$ cat src/rtl/rau_pkg.sv
// ----------------------------------------------------------------------------
// rau_pkg: shared types for the rational arithmetic unit
// Micro-op codes, jump conditions, control word, datapath status flags and
// the microprogram ROM.
// ----------------------------------------------------------------------------
`default_nettype none

package rau_pkg;

	typedef enum logic [1:0] {
		ACT_ADD = 2'd0,
		ACT_SUB = 2'd1,
		ACT_MUL = 2'd2,
		ACT_DIV = 2'd3
	} act_t;

	typedef enum logic [4:0] {
		OP_NOP,
		OP_LOAD,
		OP_MUL_DEN,
		OP_MUL_NUM,
		OP_MUL_T,
		OP_ADD,
		OP_GCD_LOAD,
		OP_HALVE_BOTH,
		OP_STRIP_X,
		OP_STRIP_Y,
		OP_SUB,
		OP_DIV_LOAD_NUM,
		OP_DIV_STEP,
		OP_DIV_LOAD_DEN,
		OP_DEN_STORE,
		OP_SET_ERR,
		OP_SET_ZERO,
		OP_EMIT
	} op_t;

	typedef enum logic [3:0] {
		C_NEVER,
		C_ALWAYS,
		C_NO_REQ,
		C_NO_SUM,
		C_DEN_ZERO,
		C_NUM_ZERO,
		C_BOTH_EVEN,
		C_X_EVEN,
		C_Y_EVEN,
		C_XY_NE,
		C_CNT_MORE,
		C_OUT_BUSY
	} cond_t;

	typedef enum logic [4:0] {
		ST_IDLE,
		ST_MUL_DEN,
		ST_MUL_NUM,
		ST_MUL_T,
		ST_ADD,
		ST_CHECK_DEN,
		ST_CHECK_NUM,
		ST_TWOS,
		ST_STRIP_X,
		ST_STRIP_Y,
		ST_SUB,
		ST_DIV_NUM_LD,
		ST_DIV_NUM,
		ST_DIV_DEN_LD,
		ST_DIV_DEN,
		ST_DEN_STORE,
		ST_ERR,
		ST_ZERO,
		ST_EMIT_WAIT,
		ST_EMIT
	} step_t;

	typedef struct packed {
		op_t   op;
		cond_t cond;
		step_t target;
	} ctrl_t;

	typedef struct packed {
		logic no_req;
		logic no_sum;
		logic den_zero;
		logic num_zero;
		logic both_even;
		logic x_even;
		logic y_even;
		logic xy_ne;
		logic cnt_more;
		logic out_busy;
	} flags_t;

	// Microprogram: jump to target when the condition holds, else step on.
	function automatic ctrl_t ucode_rom(step_t addr);
		ctrl_t w;
		case (addr)
			ST_IDLE:       w = '{OP_LOAD,         C_NO_REQ,    ST_IDLE};
			ST_MUL_DEN:    w = '{OP_MUL_DEN,      C_NEVER,     ST_IDLE};
			ST_MUL_NUM:    w = '{OP_MUL_NUM,      C_NO_SUM,    ST_CHECK_DEN};
			ST_MUL_T:      w = '{OP_MUL_T,        C_NEVER,     ST_IDLE};
			ST_ADD:        w = '{OP_ADD,          C_NEVER,     ST_IDLE};
			ST_CHECK_DEN:  w = '{OP_GCD_LOAD,     C_DEN_ZERO,  ST_ERR};
			ST_CHECK_NUM:  w = '{OP_NOP,          C_NUM_ZERO,  ST_ZERO};
			ST_TWOS:       w = '{OP_HALVE_BOTH,   C_BOTH_EVEN, ST_TWOS};
			ST_STRIP_X:    w = '{OP_STRIP_X,      C_X_EVEN,    ST_STRIP_X};
			ST_STRIP_Y:    w = '{OP_STRIP_Y,      C_Y_EVEN,    ST_STRIP_Y};
			ST_SUB:        w = '{OP_SUB,          C_XY_NE,     ST_STRIP_X};
			ST_DIV_NUM_LD: w = '{OP_DIV_LOAD_NUM, C_NEVER,     ST_IDLE};
			ST_DIV_NUM:    w = '{OP_DIV_STEP,     C_CNT_MORE,  ST_DIV_NUM};
			ST_DIV_DEN_LD: w = '{OP_DIV_LOAD_DEN, C_NEVER,     ST_IDLE};
			ST_DIV_DEN:    w = '{OP_DIV_STEP,     C_CNT_MORE,  ST_DIV_DEN};
			ST_DEN_STORE:  w = '{OP_DEN_STORE,    C_ALWAYS,    ST_EMIT_WAIT};
			ST_ERR:        w = '{OP_SET_ERR,      C_ALWAYS,    ST_EMIT_WAIT};
			ST_ZERO:       w = '{OP_SET_ZERO,     C_NEVER,     ST_IDLE};
			ST_EMIT_WAIT:  w = '{OP_NOP,          C_OUT_BUSY,  ST_EMIT_WAIT};
			ST_EMIT:       w = '{OP_EMIT,         C_ALWAYS,    ST_IDLE};
			default:       w = '{OP_NOP,          C_ALWAYS,    ST_IDLE};
		endcase
		return w;
	endfunction

endpackage

`default_nettype wire

$ cat src/rtl/rau_if.sv
// ----------------------------------------------------------------------------
// rau_if: request and response channels of the rational arithmetic unit
// Valid/ready channels; a transaction moves at a clock edge with both high.
// ----------------------------------------------------------------------------
`default_nettype none

interface rau_req_if #(
	parameter int W = 16
) ();
	logic                valid;
	logic                ready;
	logic [1:0]          action;
	logic signed [W-1:0] a_num;
	logic signed [W-1:0] a_den;
	logic signed [W-1:0] b_num;
	logic signed [W-1:0] b_den;

	modport source (output valid, action, a_num, a_den, b_num, b_den, input ready);
	modport sink (input valid, action, a_num, a_den, b_num, b_den, output ready);
endinterface

interface rau_rsp_if #(
	parameter int W = 16
) ();
	logic                valid;
	logic                ready;
	logic signed [2*W:0] res_num;
	logic signed [2*W-1:0] res_den;
	logic                zero_den_error;

	modport source (output valid, res_num, res_den, zero_den_error, input ready);
	modport sink (input valid, res_num, res_den, zero_den_error, output ready);
endinterface

`default_nettype wire

$ cat src/rtl/rau_seq.sv
// ----------------------------------------------------------------------------
// rau_seq: microprogram sequencer
// Step counter, control ROM lookup and conditional jump on datapath flags.
// ----------------------------------------------------------------------------
`default_nettype none

module rau_seq
	import rau_pkg::*;
(
	input  wire logic   clk,
	input  wire logic   arst_n,
	input  wire flags_t flags,
	output ctrl_t       ctrl
);

	step_t pc_q;
	logic  take;

	assign ctrl = ucode_rom(pc_q);

	always_comb begin
		case (ctrl.cond)
			C_NEVER:     take = 1'b0;
			C_ALWAYS:    take = 1'b1;
			C_NO_REQ:    take = flags.no_req;
			C_NO_SUM:    take = flags.no_sum;
			C_DEN_ZERO:  take = flags.den_zero;
			C_NUM_ZERO:  take = flags.num_zero;
			C_BOTH_EVEN: take = flags.both_even;
			C_X_EVEN:    take = flags.x_even;
			C_Y_EVEN:    take = flags.y_even;
			C_XY_NE:     take = flags.xy_ne;
			C_CNT_MORE:  take = flags.cnt_more;
			C_OUT_BUSY:  take = flags.out_busy;
			default:     take = 1'b0;
		endcase
	end

	always_ff @(posedge clk or negedge arst_n) begin
		if (!arst_n) begin
			pc_q <= ST_IDLE;
		end else if (take) begin
			pc_q <= ctrl.target;
		end else begin
			pc_q <= step_t'(pc_q + 5'd1);
		end
	end

endmodule

`default_nettype wire

$ cat src/rtl/rau_datapath.sv
// ----------------------------------------------------------------------------
// rau_datapath: operand registers, shared multiplier, binary gcd and divider
// Executes one micro-op per cycle as the control word selects.
// ----------------------------------------------------------------------------
`default_nettype none

module rau_datapath
	import rau_pkg::*;
#(
	parameter int W = 16
) (
	input  wire logic          clk,
	input  wire logic          arst_n,
	input  wire ctrl_t         ctrl,
	input  wire logic          req_valid,
	input  wire logic [1:0]    action,
	input  wire logic [W-1:0]  a_num,
	input  wire logic [W-1:0]  a_den,
	input  wire logic [W-1:0]  b_num,
	input  wire logic [W-1:0]  b_den,
	input  wire logic          rsp_ready,
	output logic               rsp_valid,
	output logic [2*W:0]       res_num,
	output logic [2*W-1:0]     res_den,
	output logic               zero_den_error,
	output flags_t             flags
);

	localparam int PW = 2 * W;
	localparam int SW = $clog2(PW);

	act_t            act_q;
	logic [W-1:0]    an_q, ad_q, bn_q, bd_q;
	logic            an_neg_q, ad_neg_q, bn_neg_q, bd_neg_q;
	logic [PW-1:0]   num_q, den_q, t_q;
	logic            num_neg_q, den_neg_q, t_neg_q, err_q;
	logic [PW-1:0]   x_q, y_q, d_q, q_q;
	logic [PW:0]     rem_q;
	logic [SW-1:0]   sh_q, cnt_q;
	logic [PW:0]     res_num_q;
	logic [PW-1:0]   res_den_q;
	logic            res_err_q, out_valid_q;

	logic [W-1:0]    mul_a, mul_b;
	logic            mul_neg;
	logic [PW-1:0]   prod;
	logic [PW-1:0]   add_mag;
	logic            add_neg;
	logic [PW:0]     rem_sh, rem_nx;
	logic            fits;
	logic [PW:0]     num_ext;

	function automatic logic [W-1:0] mag_of(logic [W-1:0] v);
		return v[W-1] ? (~v + 1'b1) : v;
	endfunction

	// Operand select for the shared multiplier.
	always_comb begin
		case (ctrl.op)
			OP_MUL_DEN: begin
				mul_a   = ad_q;
				mul_b   = (act_q == ACT_DIV) ? bn_q : bd_q;
				mul_neg = ad_neg_q ^ ((act_q == ACT_DIV) ? bn_neg_q : bd_neg_q);
			end
			OP_MUL_NUM: begin
				mul_a   = an_q;
				mul_b   = (act_q == ACT_MUL) ? bn_q : bd_q;
				mul_neg = an_neg_q ^ ((act_q == ACT_MUL) ? bn_neg_q : bd_neg_q);
			end
			default: begin
				mul_a   = ad_q;
				mul_b   = bn_q;
				mul_neg = ad_neg_q ^ bn_neg_q ^ (act_q == ACT_SUB);
			end
		endcase
	end

	assign prod = PW'(mul_a) * PW'(mul_b);

	// Sign-magnitude add of the two cross products.
	always_comb begin
		if (num_neg_q == t_neg_q) begin
			add_mag = num_q + t_q;
			add_neg = num_neg_q;
		end else if (num_q >= t_q) begin
			add_mag = num_q - t_q;
			add_neg = num_neg_q;
		end else begin
			add_mag = t_q - num_q;
			add_neg = t_neg_q;
		end
	end

	// One restoring-division step.
	assign rem_sh  = {rem_q[PW-1:0], q_q[PW-1]};
	assign fits    = rem_sh >= {1'b0, d_q};
	assign rem_nx  = fits ? (rem_sh - {1'b0, d_q}) : rem_sh;
	assign num_ext = {1'b0, num_q};

	always_ff @(posedge clk) begin
		case (ctrl.op)
			OP_LOAD: begin
				if (req_valid) begin
					act_q    <= act_t'(action);
					an_q     <= mag_of(a_num);
					ad_q     <= mag_of(a_den);
					bn_q     <= mag_of(b_num);
					bd_q     <= mag_of(b_den);
					an_neg_q <= a_num[W-1];
					ad_neg_q <= a_den[W-1];
					bn_neg_q <= b_num[W-1];
					bd_neg_q <= b_den[W-1];
					err_q    <= 1'b0;
				end
			end
			OP_MUL_DEN: begin
				den_q     <= prod;
				den_neg_q <= mul_neg;
			end
			OP_MUL_NUM: begin
				num_q     <= prod;
				num_neg_q <= mul_neg;
			end
			OP_MUL_T: begin
				t_q     <= prod;
				t_neg_q <= mul_neg;
			end
			OP_ADD: begin
				num_q     <= add_mag;
				num_neg_q <= add_neg;
			end
			OP_GCD_LOAD: begin
				x_q  <= num_q;
				y_q  <= den_q;
				sh_q <= '0;
			end
			OP_HALVE_BOTH: begin
				if (!x_q[0] && !y_q[0]) begin
					x_q  <= x_q >> 1;
					y_q  <= y_q >> 1;
					sh_q <= sh_q + 1'b1;
				end
			end
			OP_STRIP_X: begin
				if (!x_q[0]) begin
					x_q <= x_q >> 1;
				end
			end
			OP_STRIP_Y: begin
				if (!y_q[0]) begin
					y_q <= y_q >> 1;
				end
			end
			OP_SUB: begin
				if (x_q > y_q) begin
					x_q <= x_q - y_q;
				end else begin
					y_q <= y_q - x_q;
				end
			end
			OP_DIV_LOAD_NUM: begin
				d_q   <= x_q << sh_q;
				q_q   <= num_q;
				rem_q <= '0;
				cnt_q <= '0;
			end
			OP_DIV_STEP: begin
				rem_q <= rem_nx;
				q_q   <= {q_q[PW-2:0], fits};
				cnt_q <= cnt_q + 1'b1;
			end
			OP_DIV_LOAD_DEN: begin
				num_q <= q_q;
				q_q   <= den_q;
				rem_q <= '0;
				cnt_q <= '0;
			end
			OP_DEN_STORE: begin
				den_q <= q_q;
			end
			OP_SET_ERR: begin
				num_q     <= '0;
				den_q     <= '0;
				num_neg_q <= 1'b0;
				den_neg_q <= 1'b0;
				err_q     <= 1'b1;
			end
			OP_SET_ZERO: begin
				num_q     <= '0;
				den_q     <= PW'(1);
				num_neg_q <= 1'b0;
				den_neg_q <= 1'b0;
			end
			OP_EMIT: begin
				res_num_q <= num_neg_q ? (~num_ext + 1'b1) : num_ext;
				res_den_q <= den_neg_q ? (~den_q + 1'b1) : den_q;
				res_err_q <= err_q;
			end
			default: begin
			end
		endcase
	end

	always_ff @(posedge clk or negedge arst_n) begin
		if (!arst_n) begin
			out_valid_q <= 1'b0;
		end else if (ctrl.op == OP_EMIT) begin
			out_valid_q <= 1'b1;
		end else if (rsp_ready) begin
			out_valid_q <= 1'b0;
		end
	end

	assign rsp_valid      = out_valid_q;
	assign res_num        = res_num_q;
	assign res_den        = res_den_q;
	assign zero_den_error = res_err_q;

	always_comb begin
		flags.no_req    = !req_valid;
		flags.no_sum    = (act_q == ACT_MUL) || (act_q == ACT_DIV);
		flags.den_zero  = (den_q == '0);
		flags.num_zero  = (num_q == '0);
		flags.both_even = !x_q[0] && !y_q[0];
		flags.x_even    = !x_q[0];
		flags.y_even    = !y_q[0];
		flags.xy_ne     = (x_q != y_q);
		flags.cnt_more  = (cnt_q != SW'(PW - 1));
		flags.out_busy  = out_valid_q && !rsp_ready;
	end

endmodule

`default_nettype wire

$ cat src/rtl/rational_arith_unit.sv
// ----------------------------------------------------------------------------
// rational_arith_unit: add, subtract, multiply or divide two fractions
// Forms the cross products and reduces the result by the gcd of the
// magnitudes; signs stay as the cross products give them.
// ----------------------------------------------------------------------------
//
//  channel | dir | handshake   | payload
//  --------+-----+-------------+------------------------------------------
//  req     | in  | valid/ready | action, a_num, a_den, b_num, b_den
//  rsp     | out | valid/ready | res_num, res_den, zero_den_error
//
// One request transaction at a time. A normal item runs fixed steps: the
// cross products on the shared multiplier (plus the add for add and
// subtract) and two restoring divisions, numerator then denominator, plus
// the binary gcd loop, one shift or subtract per cycle. A zero denominator
// skips the gcd and the divisions and gives the error result; a zero
// numerator gives 0/1. The multiplier forms the denominator and numerator
// products, for add and subtract also the second cross product, which then
// goes through the add step. req.ready is high only at the idle step of the
// microprogram; a finished result sits in the output register, so the next
// request is taken while rsp stalls, and the next result waits at the
// emit-wait step until rsp takes the last. Reset clears the step counter
// and the output valid.
`default_nettype none

module rational_arith_unit
	import rau_pkg::*;
#(
	parameter int OPERAND_WIDTH = 16
) (
	input  wire logic  clk,
	input  wire logic  arst_n,
	rau_req_if.sink    req,
	rau_rsp_if.source  rsp
);

	ctrl_t  ctrl;
	flags_t flags;

	// Sequencer: step counter walks the control ROM, branching on flags.
	rau_seq u_seq (
		.clk    (clk),
		.arst_n (arst_n),
		.flags  (flags),
		.ctrl   (ctrl)
	);

	// Accept a request only at the load step.
	assign req.ready = (ctrl.op == OP_LOAD);

	// Datapath: multiplier, sign-magnitude adder, gcd registers, divider,
	// and the output register that holds the result until rsp takes it.
	rau_datapath #(
		.W (OPERAND_WIDTH)
	) u_datapath (
		.clk            (clk),
		.arst_n         (arst_n),
		.ctrl           (ctrl),
		.req_valid      (req.valid),
		.action         (req.action),
		.a_num          (req.a_num),
		.a_den          (req.a_den),
		.b_num          (req.b_num),
		.b_den          (req.b_den),
		.rsp_ready      (rsp.ready),
		.rsp_valid      (rsp.valid),
		.res_num        (rsp.res_num),
		.res_den        (rsp.res_den),
		.zero_den_error (rsp.zero_den_error),
		.flags          (flags)
	);

endmodule

`default_nettype wire

$ cat src/flat_wrapper.sv
// flat-port wrapper written by rule: the top's interface ports become plain ports
module rational_arith_unit_flat import rau_pkg::*;
#(
	parameter int OPERAND_WIDTH = 16
)
  (clk, arst_n, req_valid, req_action, req_a_num, req_a_den, req_b_num, req_b_den, req_ready, rsp_valid, rsp_res_num, rsp_res_den, rsp_zero_den_error, rsp_ready);
  rau_req_if #(.W((16))) req_i ();
  rau_rsp_if #(.W((16))) rsp_i ();
  input  wire logic clk;
  input  wire logic arst_n;
  input wire logic [$bits(req_i.valid)-1:0] req_valid;
  input wire logic [$bits(req_i.action)-1:0] req_action;
  input wire logic [$bits(req_i.a_num)-1:0] req_a_num;
  input wire logic [$bits(req_i.a_den)-1:0] req_a_den;
  input wire logic [$bits(req_i.b_num)-1:0] req_b_num;
  input wire logic [$bits(req_i.b_den)-1:0] req_b_den;
  output wire logic [$bits(req_i.ready)-1:0] req_ready;
  output wire logic [$bits(rsp_i.valid)-1:0] rsp_valid;
  output wire logic [$bits(rsp_i.res_num)-1:0] rsp_res_num;
  output wire logic [$bits(rsp_i.res_den)-1:0] rsp_res_den;
  output wire logic [$bits(rsp_i.zero_den_error)-1:0] rsp_zero_den_error;
  input wire logic [$bits(rsp_i.ready)-1:0] rsp_ready;
  assign req_i.valid = req_valid;
  assign req_i.action = req_action;
  assign req_i.a_num = req_a_num;
  assign req_i.a_den = req_a_den;
  assign req_i.b_num = req_b_num;
  assign req_i.b_den = req_b_den;
  assign req_ready = req_i.ready;
  assign rsp_valid = rsp_i.valid;
  assign rsp_res_num = rsp_i.res_num;
  assign rsp_res_den = rsp_i.res_den;
  assign rsp_zero_den_error = rsp_i.zero_den_error;
  assign rsp_i.ready = rsp_ready;
  rational_arith_unit #(.OPERAND_WIDTH(OPERAND_WIDTH)) u_core (.clk(clk), .arst_n(arst_n), .req(req_i), .rsp(rsp_i));
endmodule
$ cat config.mk
export PLATFORM = sky130hd
export DESIGN_NAME = rational_arith_unit_flat
export DESIGN_NICKNAME = d
export VERILOG_FILES = /design/src/rtl/rau_pkg.sv /design/src/rtl/rau_if.sv /design/src/rtl/rau_seq.sv /design/src/rtl/rau_datapath.sv /design/src/rtl/rational_arith_unit.sv /design/src/flat_wrapper.sv
export SDC_FILE = /design/constraint.sdc
export NUM_CORES = 2
export LEC_CHECK = 0
export BUFFER_PORTS_ARGS = -buffer_cell sky130_fd_sc_hd__buf_2
export CAP_MARGIN = 20
export CORE_MARGIN = 4
export CORE_UTILIZATION = 45
export CTS_CLUSTER_SIZE = 10
export DETAILED_ROUTE_END_ITERATION = 7
export RECOVER_POWER = 50
export SLEW_MARGIN = 20
export SYNTH_ARGS = -nofsm -noshare
export SYNTH_HDL_FRONTEND = slang
export SYNTH_HIERARCHICAL = 1
export SYNTH_SLANG_ARGS = --single-unit
$ cat constraint.sdc
create_clock -name clk -period 12.3 [get_ports clk]
set_input_delay 0 -clock clk [delete_from_list [all_inputs] [get_ports clk]]
set_output_delay 0 -clock clk [all_outputs]
set_load 0.02 [all_outputs]
# Word level (Yosys, flattened, before mapping)
# Memories as Yosys holds them, arrays and structs flattened.
# Index checks and enable logic that the tools add are counted.
dict set report classes {
  add_sub_neg 15
  n_mul 1
  order_cmp 3
  eq_ne 42
  n_shift 1
  muxes 41
  n_bitwise 10
  reduce_logical 30
}
# op n
set ops {}
lappend ops {{one-hot mux 32 bit (4 select lines)} 4}
lappend ops {{2-to-1 mux 32 bit} 11}
lappend ops {{subtractor 32 bit} 5}
lappend ops {{one-hot mux 32 bit (3 select lines)} 1}
lappend ops {{adder 16 x 1 -> 16 bit, second input constant} 4}
lappend ops {{logical NOT 32 bit} 2}
lappend ops {{inverter 16 bit} 4}
lappend ops {{one-hot mux 32 bit (2 select lines)} 1}
lappend ops {{2-to-1 mux 15 bit} 4}
lappend ops {{2-to-1 mux 16 bit} 3}
lappend ops {{equality test 5 x 4 -> 1 bit, second input constant} 8}
lappend ops {{adder 33 x 1 -> 33 bit, second input constant} 1}
lappend ops {{greater-or-equal comparator 33 x 32 -> 1 bit} 1}
lappend ops {{inverter 32 -> 33 bit} 1}
lappend ops {{adder 32 x 1 -> 32 bit, second input constant} 1}
lappend ops {{adder 32 bit} 1}
lappend ops {{greater-or-equal comparator 32 bit} 1}
lappend ops {{greater-than comparator 32 bit} 1}
lappend ops {{multiplier 16 x 16 -> 32 bit} 1}
lappend ops {{!= test 32 bit} 1}
lappend ops {{inverter 32 bit} 1}
lappend ops {{one-hot mux 16 bit (2 select lines)} 1}
lappend ops {{left shift 32 x 5 -> 32 bit} 1}
lappend ops {{equality test 5 x 3 -> 1 bit, second input constant} 4}
lappend ops {{31 further kinds} 80}
dict set report word_totals {
  regBits 412
  romBits 448
  input_bits 70
  out_inout_bits 68
  wordCells 179
  memories 1
}
# name words word_bits read_ports rd_ports_with_merged_regs write_ports line_no
set mem_list {}
lappend mem_list {{(no name shown)} 32 14 1 0 0 rau_pkg.sv:98} ;# case (addr)

# Depth between registers and ports, before layout
dict set report logic_depth {
  word_depth 5
  ltp_mapped 37
  depth_no_buf 34
}

# Cells and area by module
# Netlist, hierarchy kept.
# module n_inst cells_per_inst area_each_um2 seq_area_each_um2
set modules_own_cells {}
lappend modules_own_cells {rau_datapath 1 4179 38315.5 12216.7}
lappend modules_own_cells {rau_seq 1 110 919.6 125.1}
lappend modules_own_cells {rational_arith_unit 1 2 18.8 0.0}

# Worst setup path before layout
# No wires, ideal clock.
dict set report synth_path {
  path_kind {register to register}
  from {reg u_core.u_seq.pc_q[0]}
  to {reg u_core.u_datapath.num_q[29], data pin}
  setup_time_ps 261
  arrival_time_ps 8928
  t_required_ps 12039
  slack_ps 3111
  path_stages_with_launch 36
  n_path_buf 3
  period_less_slack_ps 9189
  path_cell_list {dfrtp_1 > buf_2 > inv_1 > ha_1 > mux4_2 > inv_1 > o21ai_0 > nand2b_1 > nor3_1 > nand2_1 > clkbuf_1 > buf_1 > mux2i_1 > nor2_1 > fa_1 > inv_1 > fa_1 > fa_1 > inv_1 > fa_1 > fa_1 > inv_1 > fa_1 > inv_1 > ha_1 > a21o_1 > a21o_1 > a21o_1 > a22o_1 > a31o_2 > a21bo_2 > o221ai_1 > o21bai_1 > a21oi_1 > xnor2_1 > a221o_1}
}
# item line_no
set synth_rtl {}
lappend synth_rtl {{start: declaration} rau_seq.sv:16} ;# step_t pc_q;
lappend synth_rtl {{start signal: assignment} rau_seq.sv:43} ;# pc_q <= ctrl.target;
lappend synth_rtl {{start signal: assignment} rau_seq.sv:45} ;# pc_q <= step_t'(pc_q + 5'd1);
lappend synth_rtl {{end signal: assignment} rau_datapath.sv:121} ;# num_q <= prod;
lappend synth_rtl {{end signal: assignment} rau_datapath.sv:129} ;# num_q <= add_mag;
lappend synth_rtl {{end signal: assignment} rau_datapath.sv:173} ;# num_q <= q_q;
lappend synth_rtl {{end: declaration} rau_datapath.sv:35} ;# logic [PW-1:0] num_q, den_q, t_q;

==> flow_summary.toml <==
[cells_and_area]
antenna_cells = 0
layout_common_cells = "nand2_1, inv_1, edfxtp_1"
nNetsFinal = 5021
final_layout_size_suffix_gt1_share_pct = 5.89
fillers = 8246
area_growth_pct = 10.8
final_common_cell = "nand2_1"

[global_route]
grt_max_degree = 72
grt_pass1_vias = 32500
grt-ovfl-total = 0
grt.total_usage_pct = 27.1
grt_first_pass_wirelength_mm = 193
antenna_found_initial = 1

[sta]
clock_skew_ps = 50.3
fin_crit_ps = 10790
fmax_ghz = 0.0927
slew-limit-headroom_pct = -154
fin_crit_sh_pct = 87.7
rsz0062_at_grt = "false"
report.final.hold_viol_count = 0
worstMarginPinSlew_ps = 3800
setup_violations = 0
finalSetupTns_ps = 0
maxSlewViolCount = 340

[critical_path]
critPathMaxFanout = 17
crit_path_start_kind = "flip-flop"
crit_path_top_delay_cell = "mux2i_1"
setup.worst_path.class = "flip-flop to flip-flop"
crit_required_ps = 12720
arrival_ps = 11210
r2r_cells = 32
end_kind = "flip-flop"
rr_startpoint = "u_core/u_seq/pc_q[0]"
max_stage_delay_ps = 1080
r2r_slack_ps = 1510
timing.rr.end = "u_core/u_datapath/num_q[22]"

[synthesis]
synth.distinct_cells = 90
synth_top_family_by_area = "adder cells"
synth_edf_count = 406
synth-compound-area-share_pct = 18.1
synth_ff_type = "edfxtp_1"
syn_area_per_cell_um2 = 9.15
synth-seq-cells = 412
syn_area_mm2 = 0.0393
yosysWarnings = 6
synthAdderAreaFrac_pct = 20.2
syn_nets = 4874
synth_mux_area_share_pct = 3.92
async_flop_share_pct = 1.46
synthCells = 4291
yosys.area_share.simple_pct = 13.8
synth-xor-area-share_pct = 6.04
seq_area_frac_synth_pct = 31.4

[detailed_routing]
via_count = 32700
viasPerCell = 5.82
drt_iter0_drc = 2822
wirelength_mm = 126
drtAntennaViolNets = 0
drcViolationCount = 0
drt_first_pass_iters = 6
post_drt_wl_per_cell_um = 22.3

[placement]
portBuffers = 137
gp_congestion = 0.962
hpwl_mm = 96.8

[clocking]
cts_tree = "built"
clkLatencyLatePin_ps = 620
clk_transition_reported_paths_ps = 60
numClockSinks = 412
cts.root.buffer_cell = "clkbuf_16"
cts_made_buffers = 52
clk_path_buf_depth = 3
htreeDepth = 2

[outcome]
violations = "max-capacitance violations, max-slew violations"
status = "finished, violations left"

[worst_hold_path]
hp-class = "input pin to flip-flop"
worstHoldStart = "req_action[0]"
worstHoldPathCells = 2
worstHoldEndpoint = "u_core/u_datapath/act_q[0]"

[die]
die_w_um = 303
start_util_pct = 45.3
num_rows = 108
io_pins = 138
chipHeight_um = 303
coreArea_mm2 = 0.0866
dieArea_mm2 = 0.0920

[run]
maxCapViolations = 8
-- logic make-up (layout without fill, tap and decap cells) --
| logic type | Yosys count | count (layout) |
|---|---|---|
| adders and majority gates | 513 | 513 |
| muxes | 136 | 136 |
| xor gates and xnor gates | 270 | 270 |
| buffers and inverters | 675 | 847 |
| AOI/OAI and AO/OA | 1099 | 1099 |
| and+or+nand+nor | 1186 | 1186 |
| DFF | 412 | 412 |
-- cells in the mapped netlist (all sizes together) (13+ instances only) --
master  number  area, um2
nor2b       35        219
inv        467       1750
a31oi       29        181
o21ai      268       1340
mux2i       94        941
nand3       56        290
o41ai       15        139
a22o        28        245
o21a        25        188
and2        22        138
nand2b      50        313
nor4        18        140
o21bai      35        263
xnor2      212       1860
nor2       322       1220
or3         41        272
buf         31        143
ha         313       3920
mux2        31        349
o211ai      26        209
nand2      488       1830
or2         18        113
a21oi      275       1380
nand4       28        181
nor3        49        245
a221oi      13        114
xor2        58        516
fa         200       4000
a22oi      100        751
o22ai       18        113
edfxtp     406      12200
o31ai       38        290
clkbuf     177        664
a21o        97        728
a211oi      27        203
and3        19        119
-- state kept, by name, summed over array words and instances (netlist names), 2 cells and up --
name	cells
u_core/u_datapath/den_q	32
u_core/u_datapath/num_q	32
u_core/u_datapath/res_den	32
u_core/u_datapath/y_q	32
u_core/u_datapath/ad_q	16
u_core/u_datapath/cnt_q	5
u_core/u_datapath/sh_q	5
u_core/u_datapath/act_q	2
u_core/u_datapath/q_q	32
u_core/u_datapath/bn_q	16
u_core/u_datapath/d_q	32
u_core/u_datapath/x_q	32
u_core/u_datapath/bd_q	16
u_core/u_datapath/rem_q	32
u_core/u_datapath/t_q	32
u_core/u_seq/pc_q	5
u_core/u_datapath/an_q	16
u_core/u_datapath/res_num	33
-- critical path, delay by kind of cell, from the launching register on --
kind / cells / cell delay [ps]
fa+ha+maj: 8 / 3710
compound gates: 7 / 2080
simple gates: 7 / 1620
mux: 2 / 1320
buf+inv: 8 / 1230
flops: 1 / 610
-- stage by stage --
| step | instance area, um2 | hold WS (ps) | utilization [%] | std cells | worst slack (ps) |
|---|---|---|---|---|---|
| after detailed placement | 41100 | -157 | 47.4 | 5428 | 2000 |
| after global routing | 43500 | 120 | 50.2 | 5618 | 809 |
| final | 43500 | 124 | 50.2 | 5618 | 1510 |
| after global placement | 41100 | -158 | 47.4 | 5428 | 2200 |
| after floorplan | 39300 | -296 | - | 4291 | 3110 |
| after CTS | 43700 | 97.2 | 50.5 | 5617 | 1930 |
-- metal layers --
layer	track usage (%)	vias to the layer above	wire, um
li1	-	15300	-
met1	35.8	16000	52400
met2	45.2	1143	59100
met3	4.06	250	8740
met4	10.3	2	5280
met5	0	-	13
-- final cells by class --
type,instances,area [um2],share of cell area (%)
inverter,467,1750,4.03
clock buffer,60,1330,3.06
sequential,412,12300,28.4
timing repair buffer,301,2050,4.73
multi-input combinational,3204,24400,56.1
clock inverter,19,178,0.409
tap,1155,1450,3.32
-- timing repair --
| action | in CTS | in global routing |
|---|---|---|
| hold buffers | 110 | 0 |
| buffers inserted | 0 | 0 |
| resized for setup | 0 | 0 |
| endpoints found under the hold margin | 77 | 0 |
-- worst max-delay path by stage --
stage	cells after the start	from	slack [ps]	endpoint
4_1_cts	33	u_core/u_seq/pc_q[0]	1930	u_core/u_datapath/num_q[22]
5_1_grt	32	u_core/u_seq/pc_q[0]	810	u_core/u_datapath/num_q[22]
3_5_place_dp	33	u_core/u_seq/pc_q[0]	2000	u_core/u_datapath/num_q[22]
2_1_floorplan	35	u_core/u_seq/pc_q[0]	3110	u_core/u_datapath/num_q[29]
6_report	32	u_core/u_seq/pc_q[0]	1510	u_core/u_datapath/num_q[22]
3_3_place_gp	33	u_core/u_seq/pc_q[0]	2200	u_core/u_datapath/num_q[22]
Power is left out: the tool's default activity adds up to more than one toggle a clock period on the data nets, which glitch-free logic cannot reach.
